$ cat config.mk
export PLATFORM = sky130hd
export DESIGN_NAME = gflr_unit
export DESIGN_NICKNAME = d
export VERILOG_FILES = /design/src/rtl/gflr_pkg.sv /design/src/rtl/gflr_unit.sv
export SDC_FILE = /design/constraint.sdc
export NUM_CORES = 1
export LEC_CHECK = 0
export BUFFER_PORTS_ARGS = -buffer_cell sky130_fd_sc_hd__buf_2
export CORE_MARGIN = 2
export CORE_UTILIZATION = 28
export DETAILED_ROUTE_END_ITERATION = 7
export GPL_ROUTABILITY_DRIVEN = 0
export PLACE_DENSITY = 0.41
export SYNTH_ARGS = -nofsm -noshare
export SYNTH_HDL_FRONTEND = slang
export SYNTH_SLANG_ARGS = --single-unit
$ cat constraint.sdc
create_clock -name vclk -period 7.4
set_input_delay 1.48 -clock vclk [all_inputs]
set_output_delay 1.48 -clock vclk [all_outputs]
set_load 0.01 [all_outputs]
$ cat src/rtl/gflr_pkg.sv
// gflr_pkg: shared types, constants and field tables for the gf(256) recombine block
// no dependencies; imported by gflr_unit and the top level
package gflr_pkg;

	// field polynomial and multiplicative group order
	localparam logic [8:0] GF_POLY  = 9'h11d;
	localparam logic [8:0] GF_ORDER = 9'd255;

	// fixed field widths
	localparam int SLOT_CNT_W = 5;
	localparam int SIZE_W     = 6;
	localparam int INDEX_W    = 5;

	// configuration register indexes
	localparam logic CFG_SLOT_COUNT  = 1'b0;
	localparam logic CFG_SECRET_SIZE = 1'b1;

	typedef logic [7:0] gf_tbl_t [256];

	// log table, log of zero reads as zero
	function automatic gf_tbl_t gf_log_build();
		gf_tbl_t    t;
		logic [8:0] x;
		int         n;
		t = '{default: 8'h00};
		x = 9'h001;
		for (n = 0; n < 255; n++) begin
			t[x[7:0]] = 8'(n);
			x = {x[7:0], 1'b0};
			if (x[8]) begin
				x = x ^ GF_POLY;
			end
		end
		return t;
	endfunction

	// antilog table, last entry is never addressed
	function automatic gf_tbl_t gf_exp_build();
		gf_tbl_t    t;
		logic [8:0] x;
		int         n;
		t = '{default: 8'h01};
		x = 9'h001;
		for (n = 0; n < 255; n++) begin
			t[n] = x[7:0];
			x = {x[7:0], 1'b0};
			if (x[8]) begin
				x = x ^ GF_POLY;
			end
		end
		return t;
	endfunction

	localparam gf_tbl_t GF_LOG = gf_log_build();
	localparam gf_tbl_t GF_EXP = gf_exp_build();

	// operations of the shared log-domain unit
	typedef enum logic [2:0] {
		UOP_PAIR = 3'b001,
		UOP_DIFF = 3'b010,
		UOP_MUL  = 3'b100
	} unit_op_t;

	typedef struct packed {
		unit_op_t   op;
		logic [7:0] a;
		logic [7:0] b;
		logic [7:0] x;
		logic [7:0] y;
	} unit_req_t;

	typedef struct packed {
		logic [7:0] r0;
		logic [7:0] r1;
	} unit_rsp_t;

endpackage

$ cat src/rtl/gflr_unit.sv
// gflr_unit: shared log-domain arithmetic unit, sums and differences of logs modulo 255
// depends on gflr_pkg (log table, request and response types)
module gflr_unit import gflr_pkg::*; (
	input  unit_req_t req,
	output unit_rsp_t rsp
);

	// one compare and subtract brings a sum below twice the order back in range
	function automatic logic [7:0] mod255(input logic [8:0] s);
		return (s >= GF_ORDER) ? 8'(s - GF_ORDER) : s[7:0];
	endfunction

	logic [8:0] sum0;
	logic [8:0] sum1;

	// operand selection per operation
	always_comb begin
		case (req.op)
			UOP_PAIR: begin
				sum0 = {1'b0, req.a} + {1'b0, GF_LOG[req.x]};
				sum1 = {1'b0, req.b} + {1'b0, GF_LOG[req.y]};
			end
			UOP_DIFF: begin
				sum0 = {1'b0, req.a} + GF_ORDER - {1'b0, req.b};
				sum1 = 9'h000;
			end
			UOP_MUL: begin
				sum0 = {1'b0, req.a} + {1'b0, GF_LOG[req.x]};
				sum1 = 9'h000;
			end
			default: begin
				sum0 = 9'h000;
				sum1 = 9'h000;
			end
		endcase
	end

	assign rsp.r0 = mod255(sum0);
	assign rsp.r1 = mod255(sum1);

endmodule

==> run metrics, run 1 <==
Internal Dissipation=0.396 mW; Setup Viol. Count Final=0; share of layout cells above drive strength 1=28.4%; WHS Endpoint=rsp[7]; Max-cap violations=0; Post-Syn Instances=1,289; Cell Area, Synth=8130 um2; final-stage net count=1,522; core area=28,600 um2; DRT Wirelength=41.5 mm; worst slew pin tran=853 ps; Final Max Tran Viols=0; RSZ-0062 raised after global routing=true; switch share=57.2%; synth warn=0; vias per std cell=6.28; post-route ant nets=0; total power=0.925 mW; PortBufs=51; vias in the first global route=10.6k; Synth cell types=85; Rel. slew slack=43.0%; Comb pwr share=100.0%; Util after Layout=36.5%; DRC=0; die area=30,400 um2; number of core rows=62; largest cells by area after synthesis=a21oi_1 (9.5%), ha_1 (8.3%), o21ai_0 (7.5%), mux4_2 (7.5%), nor2_1 (5.6%); fmax=137 MHz; P_sw=0.529 mW; Global Route Usage Sum=26.1%; Initial Util=28.4%; crit end category=output port; VDD IR-drop max=0.0000480 V; HPWL Detailed=31.7 mm; syn nets=1,381; Crit Path Class=in -> out; clock share of power=0%; largest net degree at the start of global routing=66; global-route wire length before repair=63.2 mm; Hold Crit Start=req[34]; Die Y-Extent=174 um; register area share after synthesis=0%; DRT iter0 DRCs=1,711; status=finished clean; GR Overflow Total=0; Tmin final=7320 ps; Power per Cell Area=88.5 nW/um2; Area growth, synth to finish=28.7%; Final period util=98.9%; Horiz. Die Dim=174 um; DR WL/cell=22.9 um; initial antenna violation count=0; Hold Path Class=in -> out; Clock buffer cells=0; Min Hold Slack=3560 ps; vias=11.4k; IO Pins=51; Seq pwr share=0%; worst path required time=5920 ps; area share of the largest cell type after synthesis=9.54%; WHS Path Cells=5; CP startpoint kind=input pin; Static Leak=4.27 nW; DRT Pass-1 Iters=8; Hold Vio Cnt, Final=0; syn_area_per_cell=6.31 um2; maximum fanout along the worst path=10; Synth area leader=a21oi_1; num sequential=0; arrival time worst endpoint=5840 ps; Register Area=0 um2
-- final cells by class --
class              instances  area, um2
repair buffers           280       2160
well taps                384        480
multi-input cells       1108       7670
inverters                 40        150
fillers                 3089      18200
diodes                     1       2.50
-- kinds of logic after synthesis --
| kind of cell | synth area share [%] |
|---|---|
| compound gates | 43.9 |
| simple gates | 26.4 |
| buf+inv | 8.96 |
| fa+ha+maj | 9.05 |
| mux | 10.1 |
| xor+xnor | 1.51 |
-- worst max-delay path, stage by stage --
cell and delay [ps]:
buf_2 130, buf_6 180, ha_4 180, nor2_1 110, o311ai_0 390, buf_4 180, o21ai_0 80, mux4_2 500
a21oi_2 180, ha_2 190, inv_1 50, fa_2 330, nand2b_1 160, a211o_1 350, a21oi_2 180, mux2i_1 110
o31a_1 160, o41ai_4 410, mux2_4 330, buf_2 140
-- metrics by stage --
stage	setup TNS (ps)	instances	cell area (um2)	setup WS [ps]
finish	0	1813	10500	81.1
global route	-37.1	1812	10500	-37.1
CTS	0	1806	10200	16.7
detailed placement	-940	1806	10100	-253
global placement	-1380	1806	10100	-278
floorplan	0	1289	8130	32.7
-- cell usage after synthesis (21+ instances only) --
cell type / number
clkbuf_1: 100
nand3_1: 46
mux4_2: 27
a21oi_1: 155
a311oi_1: 26
nand2_1: 111
ha_1: 54
a211oi_1: 42
buf_2: 21
inv_1: 35
nor3_1: 44
o21ai_0: 122
nand2b_1: 31
a31oi_1: 33
nor2_1: 122
-- layout by cell type, fill, tap and decap left out, types with 11 or more instances in the layout --
cell,count
buf_4,212
a21oi_1,148
o21ai_0,115
nor2_1,114
nand2_1,109
buf_2,48
nand3_1,46
nor3_1,43
a211oi_1,37
ha_1,37
a31oi_1,33
inv_1,32
nand2b_1,28
mux4_2,27
a311oi_1,25
o211ai_1,20
nor2b_1,16
o311ai_0,15
o22ai_1,14
o31ai_1,12
mux2i_1,12
buf_12,12
a21o_1,11
o21a_1,11
-- power by group through the flow --
stage	Combinational, mW	Sequential [mW]	Clock (mW)
detailed placement	0.870	0	0
global route	0.989	0	0
finish	0.925	0	0.0000000181
floorplan	0.530	0	0
CTS	0.878	0	0
global placement	0.882	0	0
-- per-layer routing --
| metal | GRT usage [%] | vias to the layer above | part of all wire (%) |
|---|---|---|---|
| met2 | 42.5 | 764 | 45 |
| li1 | - | 5186 | - |
| met4 | 13.7 | 0 | 6.5 |
| met1 | 33.7 | 5237 | 39 |
| met3 | 3.13 | 193 | 9.1 |
| met5 | 0 | - | 0 |
-- worst max-delay path by stage --
stage               startpoint     end  slack (ps)  depth (start not counted)
global route            req[0]  rsp[2]         -40                         19
finish                  req[9]  rsp[9]          80                         20
CTS                     req[9]  rsp[9]          20                         21
global placement        req[9]  rsp[9]        -280                         21
detailed placement      req[9]  rsp[9]        -250                         21
floorplan               req[0]  rsp[3]          30                         21
-- repair_timing --
item / in CTS / in global routing
buffers inserted: 0 / 6
endpoints found under the setup margin: 9 / 16
pin swaps: 1 / 18
resized for setup: 11 / 80
hold buffers: 0 / 0
Note: power is estimated with default switching activity, not from simulation.
==> run 2: changes to the inputs <==
--- a/config.mk
+++ b/config.mk
@@ -7,10 +7,10 @@
 export LEC_CHECK = 0
 export BUFFER_PORTS_ARGS = -buffer_cell sky130_fd_sc_hd__buf_2
 export CORE_MARGIN = 2
-export CORE_UTILIZATION = 28
+export CORE_UTILIZATION = 50
 export DETAILED_ROUTE_END_ITERATION = 7
 export GPL_ROUTABILITY_DRIVEN = 0
-export PLACE_DENSITY = 0.41
+export PLACE_DENSITY = 0.67
 export SYNTH_ARGS = -nofsm -noshare
 export SYNTH_HDL_FRONTEND = slang
 export SYNTH_SLANG_ARGS = --single-unit
==> run metrics, run 2 (same netlist as run 1, synthesis figures left out) <==
commonest cells after routing, fill and taps aside=a21oi_1 (149), buf_4 (137), o21ai_0 (119), nor2_1 (115), nand2_1 (109); DRT iter0 DRCs=2,569 (+50%); vias per std cell=7.32 (+17%); crit end category=output port; vias in the first global route=10.3k (-3.3%); share of layout cells above drive strength 1=23.1% (-5.3 points); number of core rows=46 (-26%); status=finished, violations left; M1 WL=12.8 mm (-22%); Final period util=98.1% (-0.78 points); vias=11.4k (+0.29%); CP startpoint kind=input pin; placed instance count=1,557 (-14%); final-stage net count=1,438 (-5.5%); Rel. slew slack=33.7% (-9.3 points); metal2 WL=14.7 mm (-21%); fmax=138 MHz (+0.80%); GR Overflow Total=0 (unchanged); largest net degree at the start of global routing=59 (-11%); Hold Path Class=in -> out; DRC=2 (+2); Area growth, synth to finish=17.1%; Static Leak=3.83 nW (-10%); die area=17,300 um2 (-43%); IO Pins=51 (unchanged); Hold Vio Cnt, Final=0 (unchanged); Final Instance Area=9510 um2 (-9.0%); DR WL/cell=22.7 um (-0.95%); Place WS=25.5 ps (+278 ps); Global Route Usage Sum=38.5% (+12 points); PortBufs=51 (unchanged); critical path endpoint=rsp[9]; core area=15,900 um2 (-45%); VDD IR-drop max=0.0000523 V (+9.1%); maximum fanout along the worst path=12 (+2); global-route wire length before repair=55.4 mm (-12%); violated checks=design-rule violations; Die Y-Extent=131 um (-25%); Power per Cell Area=89.6 nW/um2 (+1.3%); layout filler cell count=1,504 (-51%); Max Used Layer=met4; Max-cap violations=0 (unchanged); diodes inserted=0 (-1); Final Max Tran Viols=0 (unchanged); commonest non-fill, non-tap cell in the layout=a21oi_1; DRT Wirelength=35.4 mm (-15%); HPWL Detailed=25.6 mm (-19%); Register Area=0 um2 (unchanged); Setup Viol. Count Final=0 (unchanged); Initial Util=51.2% (+23 points); initial antenna violation count=0 (unchanged); post-route ant nets=0 (unchanged); Clock buffer cells=0 (unchanged); final setup margin=139 ps (+58.1 ps); start point of the critical path=req[8]; worst path required time=5920 ps (about the same); WL met3=4.88 mm (+30%); worst slew pin tran=992 ps (+139 ps); Horiz. Die Dim=131 um (-25%); arrival time worst endpoint=5780 ps (-60 ps); Crit Path Class=in -> out; num sequential=0 (unchanged); non-filler instance count after layout=1,560 (-14%); Post-DP Area=9250 um2 (-8.6%); Tmin final=7260 ps (-58.1 ps); DRT Pass-1 Iters=8 (unchanged)
==> run 2: area by class of cell <==
cell class	count	area (um2)	area share, %
Inverter	40	153	1.60
Multi-Input combinational cell	1108	7630	80.2
Tap cell	216	270	2.84
Timing Repair Buffer	196	1460	15.3
==> run 2: report_power, final <==
group          internal, mW  switching (mW)
Clock                     0               0
Sequential                0               0
Combinational         0.351           0.502
==> run 2: layer usage <==
metal	up-vias	GRT usage, %
met5	-	0
met1	5043	50.0
li1	5024	-
met4	0	20.7
met2	1054	59.5
met3	292	8.10
==> run 2: how the worst min path moves through the flow <==
stage / cells after the start / startpoint / end
2_1_floorplan: 3 / req[34] / rsp[2]
3_3_place_gp: 5 / req[34] / rsp[7]
3_5_place_dp: 5 / req[34] / rsp[7]
4_1_cts: 5 / req[34] / rsp[7]
5_1_grt: 5 / req[34] / rsp[7]
6_report: 5 / req[34] / rsp[7]
==> run 2: worst max-delay path, cell delays in order <==
cell and delay (ps):
buf_2 110, inv_1 120, ha_4 270, or2_0 290, buf_12 170, nand3_1 90
o21ai_0 170, a221oi_1 310, a21oi_1 130, mux4_2 540, ha_2 400, nand3_1 130
o221ai_2 220, mux2_2 190, a31oi_1 50, nand2b_4 230, o41ai_4 380, mux2_1 350
buf_2 140
==> run 2: through the flow <==
step                      setup TNS [ps]  power [mW]  hold slack (ps)  util [%]
after floorplan                        0       0.530             3210         -
after global placement                 0       0.777             3520      58.2
after detailed placement               0       0.785             3550      58.2
after CTS                              0       0.788             3550      58.2
after global routing                -403       0.911             3610      59.9
final                                  0       0.853             3560      59.9
==> run 2: timing repair <==
item                       CTS  global route
setup endpoints to repair    0            16
gates resized for setup      0            68
setup buffers                0             3
hold buffers                 0             0
hold endpoints to repair     0             0
