[src/rtl/gflr_ram.sv]
// gflr_ram: generic single write port, single read port ram with registered read
// no dependencies
module gflr_ram #(
	parameter int WIDTH = 8,
	parameter int DEPTH = 16
) (
	input  logic                     clk,
	input  logic                     we,
	input  logic [$clog2(DEPTH)-1:0] waddr,
	input  logic [WIDTH-1:0]         wdata,
	input  logic [$clog2(DEPTH)-1:0] raddr,
	output logic [WIDTH-1:0]         rdata
);

	logic [WIDTH-1:0] mem_q [DEPTH];

	// write port
	always_ff @(posedge clk) begin
		if (we) begin
			mem_q[waddr] <= wdata;
		end
	end

	// registered read port
	always_ff @(posedge clk) begin
		rdata <= mem_q[raddr];
	end

endmodule

[config.mk]
export PLATFORM = sky130hd
export DESIGN_NAME = gflr_ram
export DESIGN_NICKNAME = d
export VERILOG_FILES = /design/src/rtl/gflr_ram.sv
export SDC_FILE = /design/constraint.sdc
export NUM_CORES = 1
export LEC_CHECK = 0
export ABC_CLOCK_PERIOD_IN_PS = 2000
export BUFFER_PORTS_ARGS = -buffer_cell sky130_fd_sc_hd__clkbuf_2
export CORE_MARGIN = 10
export CORE_UTILIZATION = 30
export DETAILED_ROUTE_END_ITERATION = 10
export GPL_TIMING_DRIVEN = 0
export MAX_ROUTING_LAYER = met4
export PLACE_DENSITY_LB_ADDON = 0.05
export SYNTH_ARGS = -nofsm -noshare
export SYNTH_HDL_FRONTEND = slang
export SYNTH_SLANG_ARGS = --single-unit
[constraint.sdc]
create_clock -name clk -period 2 [get_ports clk]
set_input_delay 0.3 -clock clk [delete_from_list [all_inputs] [get_ports clk]]
set_output_delay 0.3 -clock clk [all_outputs]
set_load 0.1 [all_outputs]
==> out/results.ini, run 1 <==
[logic_synthesis]
yosys.area_share.simple_pct=3.18
synth_top_family_by_area=multiplexers
yosys.area.top_type_share_pct=74.7
muxShareOfSynthArea_pct=15.0
yosysWarnings=0
synth_compound_area_share_pct=2.33
synth_xor_area_share_pct=0
synth_area_um2=5150
synth_cells=229
synth_top_cell_by_area=edfxtp_1
synthAdderAreaFrac_pct=0
ys_ff_latch=136
postSynthAreaPerCell_um2=22.5
seq_area_frac_synth_pct=77.8
async_flop_share_pct=0
ys_types=19
synth_flop_cell=edfxtp_1
yosys-top-cells-area=edfxtp_1 (75%), mux4_2 (7.9%), mux4_1 (7.1%)
synth_edf_count=128
synth.net_count=247

[run_status]
status=complete, no violations

[sta]
finalSetupTns_ns=0
rsz0062_at_grt=no
holdWs_ns=0.363
fmax_mhz=611
finalHoldViolCount=0
slew_viol_final=0
period_share_pct=81.8
max-slew-margin-rel_pct=36.5
finClkSkew_ns=0.00451
worst_slack_ns=0.363
setup-violations-final=0
final.min_clock_period_ns=1.64
tightest_slew_ns=0.949

[cells_and_area]
drive_gt1_share_pct=30.7
layoutNonFillerInstCount=507
fin_util_pct=37.5
final_common_cell=edfxtp_1
insertedDiodeCount=0
syn2layout_area_growth_pct=21.8
num-fill-cells=1546
multi_input_area_um2=1070
regArea_um2=4000
final_area_um2=6270
final_nets=292
final_cell_mix=edfxtp_1 (128), clkbuf_2 (24), mux4_2 (18)

[cts]
root_buffer=clkbuf_16
insertion_delay_ns=0.41
h-tree-depth=4
path_clk_slew_ns=0.06
post-cts-setup-buffers=0
cts_tree=done
numCtsBuffers=17
cts_resized=0
cts_buffer_depth=2
clock-sinks=136
cts_hold_buf=0

[global_routing]
overflow=0
grt_usage_pct=11.3
grt_max_degree=17
antenna_found_initial=0
grt_pass1_vias=2561
grt_pass1_wl_um=17200

[floorplan]
core-area_um2=16700
ios=26
floorplan.initialDensity_pct=30.8
fp.dieW_um=151
row_count=47
die_y_um=151
die_area_um2=22800

[pwr]
irDropWorstVdd_mv=0.616
p_comb_share_pct=6.1
p_int_mw=5.89
finalPower_mw=7.38
p_clk_share_pct=50.5
p_per_area_nw_per_um2=1180
p_switching_mw=1.49
p_sw_share_pct=20.2
p_leak_nw=2.10
p_seq_share_pct=43.4

[route]
avgViaCountPerCell=4.61
antenna_left=0
drcViolationCount=0
wirelength_um=11500
vias=2339
routedWlPerCell_um=22.7
drt_iter0_markers=214
firstDrtPassIters=4

[setup_path]
startpoint_type=input port
path_max_fanout=8
critical_path_class=input port to register
crit_path_end_kind=register
crit_arrival_ns=1.67
critPathRequiredTime_ns=2.03

[placed_design]
io_buffers=24
pre_cts_ws_ns=-0.153
place_congestion=0.700
place_inst=474
dp_hpwl_um=7540
place_area_um2=5550

[flow_run]
cap_violations=0

[min_path]
hp-class=input port to register

[final cells by class]
type | instances | area share [%]
Clock inverter | 15 | 4.45
Multi-Input combinational cell | 83 | 17.0
Tap cell | 220 | 4.39
Sequential cell | 136 | 63.9
Timing Repair Buffer | 26 | 2.12
Buffer | 10 | 1.38
Clock buffer | 17 | 6.79
[power groups by stage]
stage	clock network, mW	registers [mW]	logic (mW)
after global placement	0	3.26	0.463
after global routing	3.93	3.21	0.485
after detailed placement	0	3.26	0.462
final	3.72	3.20	0.452
after CTS	3.78	3.20	0.463
after floorplan	0	3.40	0.162
[registers in the layout (all words and copies together) (netlist names)]
name	cells
rdata	8
mem_q	128
[cells by family after synthesis]
family,Yosys count
DFF,136
buffers and inverters,10
AOI/OAI and AO/OA,16
muxes,32
and+or+nand+nor,35
[final timing paths]
check | startpoint | end | slack, ns | depth (start not counted)
worst max-delay path | waddr[2] | mem_q[3][2] | 0.36 | 3
worst min-delay path | wdata[5] | mem_q[4][5] | 0.36 | 1
worst min register to register | mem_q[8][5] | rdata[5] | 0.70 | 3
worst max register to register | mem_q[14][4] | rdata[4] | 0.54 | 3
[worst max-delay path, cell delays in order]
cell and delay, ns:
clkbuf_2 0.10, or3b_2 0.54, nor2_1 0.72
[Yosys cell counts, types with 2 or more instances]
library cell,count
a22oi_1,16
buf_2,3
buf_6,3
clkdlybuf4s25_2,3
dfxtp_1,8
edfxtp_1,128
mux4_1,14
mux4_2,18
nand2_1,9
nand2b_1,2
nand3b_1,2
nor2_1,13
nor3_1,4
[routing by layer]
metal	vias up	wire length [µm]	global-route usage, %
li1	1066	-	-
met1	1213	5510	14.8
met2	44	5300	15.8
met3	16	398	3.37
met4	0	303	5.10
met5	-	0	-
Note: power is estimated with default switching activity, not from simulation.
==> inputs of run 2 (changes only) <==
--- a/config.mk
+++ b/config.mk
@@ -5,7 +5,8 @@
 export SDC_FILE = /design/constraint.sdc
 export NUM_CORES = 1
 export LEC_CHECK = 0
-export ABC_CLOCK_PERIOD_IN_PS = 2000
+export ABC_AREA = 1
+export ABC_CLOCK_PERIOD_IN_PS = 1450
 export BUFFER_PORTS_ARGS = -buffer_cell sky130_fd_sc_hd__clkbuf_2
 export CORE_MARGIN = 10
 export CORE_UTILIZATION = 30
==> constraint.sdc (replaced) <==
create_clock -name clk -period 1.45 [get_ports clk]
set_input_delay 0.2175 -clock clk [delete_from_list [all_inputs] [get_ports clk]]
set_output_delay 0.2175 -clock clk [all_outputs]
set_load 0.1 [all_outputs]
==> run 2 against run 1 <==
Net effect:
- final area increased by 8.1%
- routed wire length up 39%
- clock skew about the same
- area after synthesis grew 12%
- critical path type is now register to primary output
- critical endpoint is now rdata[6]
- worst hold slack got worse by 0.13 ns
- highest routed layer unchanged
==> out/results.ini, run 2 <==
[global_routing]
grtUsageMet3_pct=2.75  ; -0.62 points
grt_max_degree=17  ; unchanged
grt_util_met2_pct=18.7  ; +2.9 points
antenna_found_initial=0  ; unchanged
grt_pass1_vias=3634  ; +42%
overflow=0  ; unchanged
grt_usage_pct=13.7  ; +2.5 points
grt.busiest_layer=met1
grt_util_met1_pct=19.5  ; +4.7 points
grt_pass1_wl_um=23800  ; +38%

[logic_synthesis]
ys_types=12  ; -7
muxShareOfSynthArea_pct=0  ; -15 points
yosysMostFrequentCell=nand2_1
synth_xor_area_share_pct=0  ; unchanged
synth_edf_count=128  ; unchanged
synth_top_family_by_area=simple AND/OR/NAND/NOR gates
synth_area_um2=5770  ; +12%
yosysWarnings=0  ; unchanged
ys_top_cells_by_count=nand2_1 (173), edfxtp_1 (128), inv_1 (100), nand3_1 (97), nor2_1 (17)
yosys.area.top_type_share_pct=66.7  ; -8.0 points
synthAdderAreaFrac_pct=0  ; unchanged
yosys.area_share.simple_pct=21.0  ; +18 points
synth_compound_area_share_pct=0  ; -2.3 points
yosys-top-cells-area=edfxtp_1 (67%), nand2_1 (11%), nand3_1 (8.4%)
postSynthAreaPerCell_um2=10.5  ; -53%
synth_flop_cell=edfxtp_1
seq_area_frac_synth_pct=69.4  ; -8.4 points
synth_top_cell_by_area=edfxtp_1
ys_ff_latch=136  ; unchanged
async_flop_share_pct=0  ; unchanged
synth.net_count=569  ; +130%
synth_cells=551  ; +140%

[placed_design]
dp_hpwl_um=10900  ; +45%
place_inst=833  ; +76%
io_buffers=22  ; -8.3%
place_area_um2=6200  ; +12%
place_congestion=0.812  ; +16%

[route]
drt_iter0_markers=285  ; +33%
routedWlPerCell_um=18.4  ; -19%
firstDrtPassIters=5  ; +1
wirelength_um=16000  ; +39%
vias=3710  ; +59%
antenna_left=0  ; unchanged
drcViolationCount=0  ; unchanged
avgViaCountPerCell=4.28  ; -7.1%

[sta]
fmax_mhz=720
rsz0062_at_grt=no
max-slew-margin-rel_pct=30.7  ; -5.7 points
slew_viol_final=0  ; unchanged
finalHoldViolCount=0  ; unchanged
tightest_slew_ns=1.04  ; +0.0859 ns
finalSetupTns_ns=0  ; unchanged
finClkSkew_ns=0.00426  ; -0.000254 ns
final.min_clock_period_ns=1.39
period_share_pct=95.8
setup-violations-final=0  ; unchanged

[pwr]
p_leak_nw=2.89  ; +38%
p_sw_share_pct=23.1  ; +2.9 points
p_switching_mw=2.18  ; +46%
p_clk_share_pct=44.8  ; -5.7 points
p_comb_share_pct=8.2  ; +2.1 points
p_per_area_nw_per_um2=1390  ; +18%
p_seq_share_pct=46.9  ; +3.5 points
p_int_mw=7.24  ; +23%
irDropWorstVdd_mv=0.790  ; +28%

[cts]
root_buffer=clkbuf_16
cts_buffer_depth=2  ; unchanged
clock-sinks=136  ; unchanged
h-tree-depth=4  ; unchanged
insertion_delay_ns=0.41  ; about the same
path_clk_slew_ns=0.06  ; about the same
numCtsBuffers=17  ; unchanged
post-cts-setup-buffers=0  ; unchanged
cts_tree=done

[setup_path]
crit_arrival_ns=1.17  ; -0.50 ns
critPathBufInv=1  ; unchanged
worstPathCellList=clkbuf_2
path_delay_family=buffers and inverters
critPathRequiredTime_ns=1.23  ; -0.80 ns
crit_path_end_kind=primary output
critical_path_class=register to primary output
path_max_fanout=1  ; -7
worst_path_max_delay_cell=clkbuf_2
startpoint_type=register
slowest_delay_ns=0.45  ; -0.27 ns

[floorplan]
core-area_um2=18800  ; +13%
row_count=50  ; +6.4%
ios=26  ; unchanged
die_area_um2=25200  ; +10%
floorplan.initialDensity_pct=30.6  ; -0.20 points
fp.dieW_um=159  ; +5.1%
die_y_um=159  ; +5.1%

[cells_and_area]
num-fill-cells=1911  ; +24%
final_cell_mix=nand2_1 (173), edfxtp_1 (128), inv_1 (100)
final_nets=610  ; +110%
drive_gt1_share_pct=11.7  ; -19 points
final_area_um2=6780  ; +8.1%
layoutNonFillerInstCount=866  ; +71%
regMostFlops=mem_q
largest_reg_flops=128  ; unchanged
final_common_cell=nand2_1
syn2layout_area_growth_pct=17.5
reg_top3=mem_q: 128 flops, rdata: 8 flops

[flow_run]
cap_violations=0  ; unchanged

[run_status]
status=complete, no violations

[min_path]
hp-class=input port to register

[run 2: area by class of cell]
type | count | area [µm²] | area share (%)
repair buffers | 22 | 110 | 1.63
well taps | 260 | 325 | 4.80
clock buffers | 21 | 440 | 6.50
clock inverters | 11 | 130 | 1.92
multi-input cells | 289 | 1210 | 17.9
plain buffers | 24 | 166 | 2.46
flip-flops and latches | 136 | 4000 | 59.1
inverters | 102 | 383 | 5.65
diodes | 1 | 2.50 | 0.0369
[run 2: per-stage QoR]
stage	setup WS [ns]	util [%]	total power, mW	hold slack [ns]
CTS	0.0292	36.0	9.51	0.225
global route	0.00321	36.0	9.78	0.254
detailed placement	-0.337	32.9	5.29	0.661
floorplan	0.282	-	4.99	0.316
finish	0.0614	36.0	9.41	0.237
global placement	-0.310	32.9	5.29	0.660
[run 2: per-layer routing]
metal | vias to the layer above | part of all wire, %
met4 | 0 | 2.3
met1 | 1750 | 53
met5 | - | 0
met3 | 16 | 2.9
met2 | 83 | 42
li1 | 1861 | -
[run 2: what timing repair did]
action | CTS | global route
setup endpoints to repair | 0 | 1
resized for setup | 0 | 1
hold buffers | 0 | 0
[run 2: power by group through the flow]
| stage | sequential [mW] | clock (mW) | combinational (mW) |
|---|---|---|---|
| after floorplan | 4.68 | 0 | 0.310 |
| after global placement | 4.50 | 0 | 0.788 |
| after detailed placement | 4.50 | 0 | 0.788 |
| after CTS | 4.42 | 4.30 | 0.789 |
| after global routing | 4.42 | 4.51 | 0.845 |
| final | 4.42 | 4.22 | 0.773 |
[run 2: worst paths after layout]
| kind | depth (start not counted) | slack, ns | from | endpoint |
|---|---|---|---|---|
| setup / recovery | 1 | 0.06 | rdata[6] | rdata[6] |
| hold / removal | 4 | 0.24 | raddr[2] | rdata[5] |
| setup reg to reg | 6 | 0.39 | mem_q[6][1] | rdata[1] |
| hold reg to reg | 6 | 0.70 | mem_q[15][2] | rdata[2] |
[run 2: cell families after synthesis]
logic type / after synthesis
buffers and inverters: 126
and+or+nand+nor: 289
DFF: 136
==> inputs of run 3 (changes only) <==
--- a/config.mk
+++ b/config.mk
@@ -14,6 +14,7 @@
 export GPL_TIMING_DRIVEN = 0
 export MAX_ROUTING_LAYER = met4
 export PLACE_DENSITY_LB_ADDON = 0.05
+export RECOVER_POWER = 50
 export SYNTH_ARGS = -nofsm -noshare
 export SYNTH_HDL_FRONTEND = slang
 export SYNTH_SLANG_ARGS = --single-unit
==> run 3 against run 2 <==
Net effect:
- non-clock buffer count did not move
- final cell count down 0.12%
- first-iteration DRC count is 1.4% higher
- sequential share of layout area grew 0.11 points
- setup slack got worse by 0.0016 ns
- register-to-register slack is essentially flat
- global-route usage unchanged
- critical path depth unchanged
- final area fell by 0.18%
- maximum frequency fell by 0.12%
- critical path type unchanged
- largest power group unchanged
==> out/results.ini, run 3 (synthesized netlist as in run 2, its figures left out) <==
[run_status]
status=complete, no violations

[placed_design]
place_congestion=0.812  ; unchanged
io_buffers=22  ; unchanged
dp_hpwl_um=10900  ; unchanged
place_inst=833  ; unchanged

[sta]
period_share_pct=95.9  ; +0.11 points
setup-violations-final=0  ; unchanged
slew_viol_final=0  ; unchanged
max-slew-margin-rel_pct=24.0  ; -6.8 points
holdWs_ns=0.235  ; -0.00197 ns
finClkSkew_ns=0.00642  ; +0.00217 ns
tightest_slew_ns=1.14  ; +0.105 ns
finalHoldViolCount=0  ; unchanged
fmax_mhz=719  ; -0.12%
final.min_clock_period_ns=1.39  ; +0.00160 ns
rsz0062_at_grt=no

[setup_path]
worst_path_max_delay_cell=clkbuf_2
path_max_fanout=1  ; unchanged
path_delay_family=buffers and inverters
worstPathCellList=clkbuf_2
critical_path_class=register to primary output
rr_worst_depth=6  ; unchanged
crit_arrival_ns=1.17  ; about the same
critPathRequiredTime_ns=1.23  ; about the same
cp.depth=1  ; unchanged
slowest_delay_ns=0.45  ; about the same
crit_path_end_kind=primary output
critPathBufInv=1  ; unchanged
startpoint_type=register

[pwr]
p_switching_mw=2.18  ; +0.15%
p_int_mw=7.23  ; about the same
irDropWorstVdd_mv=0.798  ; +1.0%
p_leak_nw=2.86  ; -0.82%
p_comb_share_pct=8.2  ; about the same
finalPower_mw=9.41  ; about the same
p_seq_share_pct=47.0  ; about the same
p_sw_share_pct=23.1  ; +0.032 points
p_clk_share_pct=44.9  ; about the same
p_per_area_nw_per_um2=1390  ; +0.19%

[min_path]
hp-class=input port to register
min_delay_path_depth=4  ; unchanged

[route]
wirelength_um=16000  ; +0.14%
avgViaCountPerCell=4.26  ; -0.67%
routedWlPerCell_um=18.5  ; +0.25%
drcViolationCount=0  ; unchanged
antenna_left=0  ; unchanged
vias=3681  ; -0.78%
drt_iter0_markers=289  ; +1.4%
firstDrtPassIters=4  ; -1

[cells_and_area]
syn2layout_area_growth_pct=17.3
fin_util_pct=35.9  ; -0.066 points
reg_top3=mem_q: 128 flops, rdata: 8 flops
layoutNonFillerInstCount=865  ; -0.12%
num-fill-cells=1916  ; +0.26%
final_cell_mix=nand2_1 (173), edfxtp_1 (128), inv_1 (100)
regMostFlops=mem_q
final_nets=610  ; unchanged
final_common_cell=nand2_1
insertedDiodeCount=0  ; -1
multi_input_area_um2=1210  ; unchanged
largest_reg_flops=128  ; unchanged
regArea_um2=4000  ; unchanged
drive_gt1_share_pct=10.4  ; -1.3 points

[floorplan]
ios=26  ; unchanged
row_count=50  ; unchanged
die_y_um=159  ; unchanged
floorplan.initialDensity_pct=30.6  ; unchanged
core-area_um2=18800  ; unchanged
fp.dieW_um=159  ; unchanged
die_area_um2=25200  ; unchanged

[cts]
path_clk_slew_ns=0.06  ; about the same
numCtsBuffers=17  ; unchanged
root_buffer=clkbuf_16
clock-sinks=136  ; unchanged
cts_tree=done
h-tree-depth=4  ; unchanged
insertion_delay_ns=0.41  ; about the same
cts_buffer_depth=2  ; unchanged

[global_routing]
grt_pass1_vias=3634  ; unchanged
grt_max_degree=17  ; unchanged
overflow=0  ; unchanged
grt_usage_pct=13.7  ; unchanged
grt_pass1_wl_um=23800  ; unchanged
antenna_found_initial=0  ; unchanged

[flow_run]
cap_violations=0  ; unchanged

## run 3: cell types whose count changed in the layout (fill, tap and decap cells not counted)
cell and change:
diode_2 -1, clkbuf_1 +8, buf_2 -1, clkbuf_2 -7
## run 3: final timing paths
path | start | endpoint | slack, ns
worst min-delay path | raddr[2] | rdata[5] | 0.23
worst min register to register | mem_q[15][2] | rdata[2] | 0.70
worst max register to register | mem_q[6][1] | rdata[1] | 0.39
worst max-delay path | rdata[6] | rdata[6] | 0.06
## run 3: power groups by stage
stage	Combinational, mW	Sequential (mW)	Clock (mW)
4_1_cts	0.789	4.42	4.30
3_3_place_gp	0.788	4.50	0
2_1_floorplan	0.310	4.68	0
5_1_grt	0.842	4.43	4.51
6_report	0.770	4.42	4.22
3_5_place_dp	0.788	4.50	0
## run 3: final cells by class
| class | instances | area share, % |
|---|---|---|
| multi-input combinational | 289 | 17.9 |
| tap | 260 | 4.81 |
| buffer | 24 | 2.46 |
| inverter | 102 | 5.66 |
| clock inverter | 11 | 1.92 |
| timing repair buffer | 22 | 1.48 |
| sequential | 136 | 59.2 |
| clock buffer | 21 | 6.51 |
## run 3: routing by layer
layer / global-route usage [%] / wire length, µm / vias up / share of wire (%)
met5: - / 0 / - / 0
met4: 5.65 / 256 / 0 / 1.6
met3: 2.75 / 688 / 11 / 4.3
met2: 18.7 / 6760 / 79 / 42
met1: 19.5 / 8270 / 1732 / 52
li1: - / - / 1859 / -
## run 3: per-stage QoR
stage / setup slack (ns) / area (µm²) / setup TNS (ns)
2_1_floorplan: 0.282 / 5770 / 0
3_3_place_gp: -0.310 / 6200 / -23.96
3_5_place_dp: -0.337 / 6200 / -25.11
4_1_cts: 0.0292 / 6770 / 0
5_1_grt: 0.00321 / 6760 / 0
6_report: 0.0598 / 6760 / 0
## run 3: what timing repair did
item | CTS | global route
hold buffers | 0 | 0
gates resized for setup | 0 | 1
setup endpoints to repair | 0 | 1
buffers inserted | 0 | 0
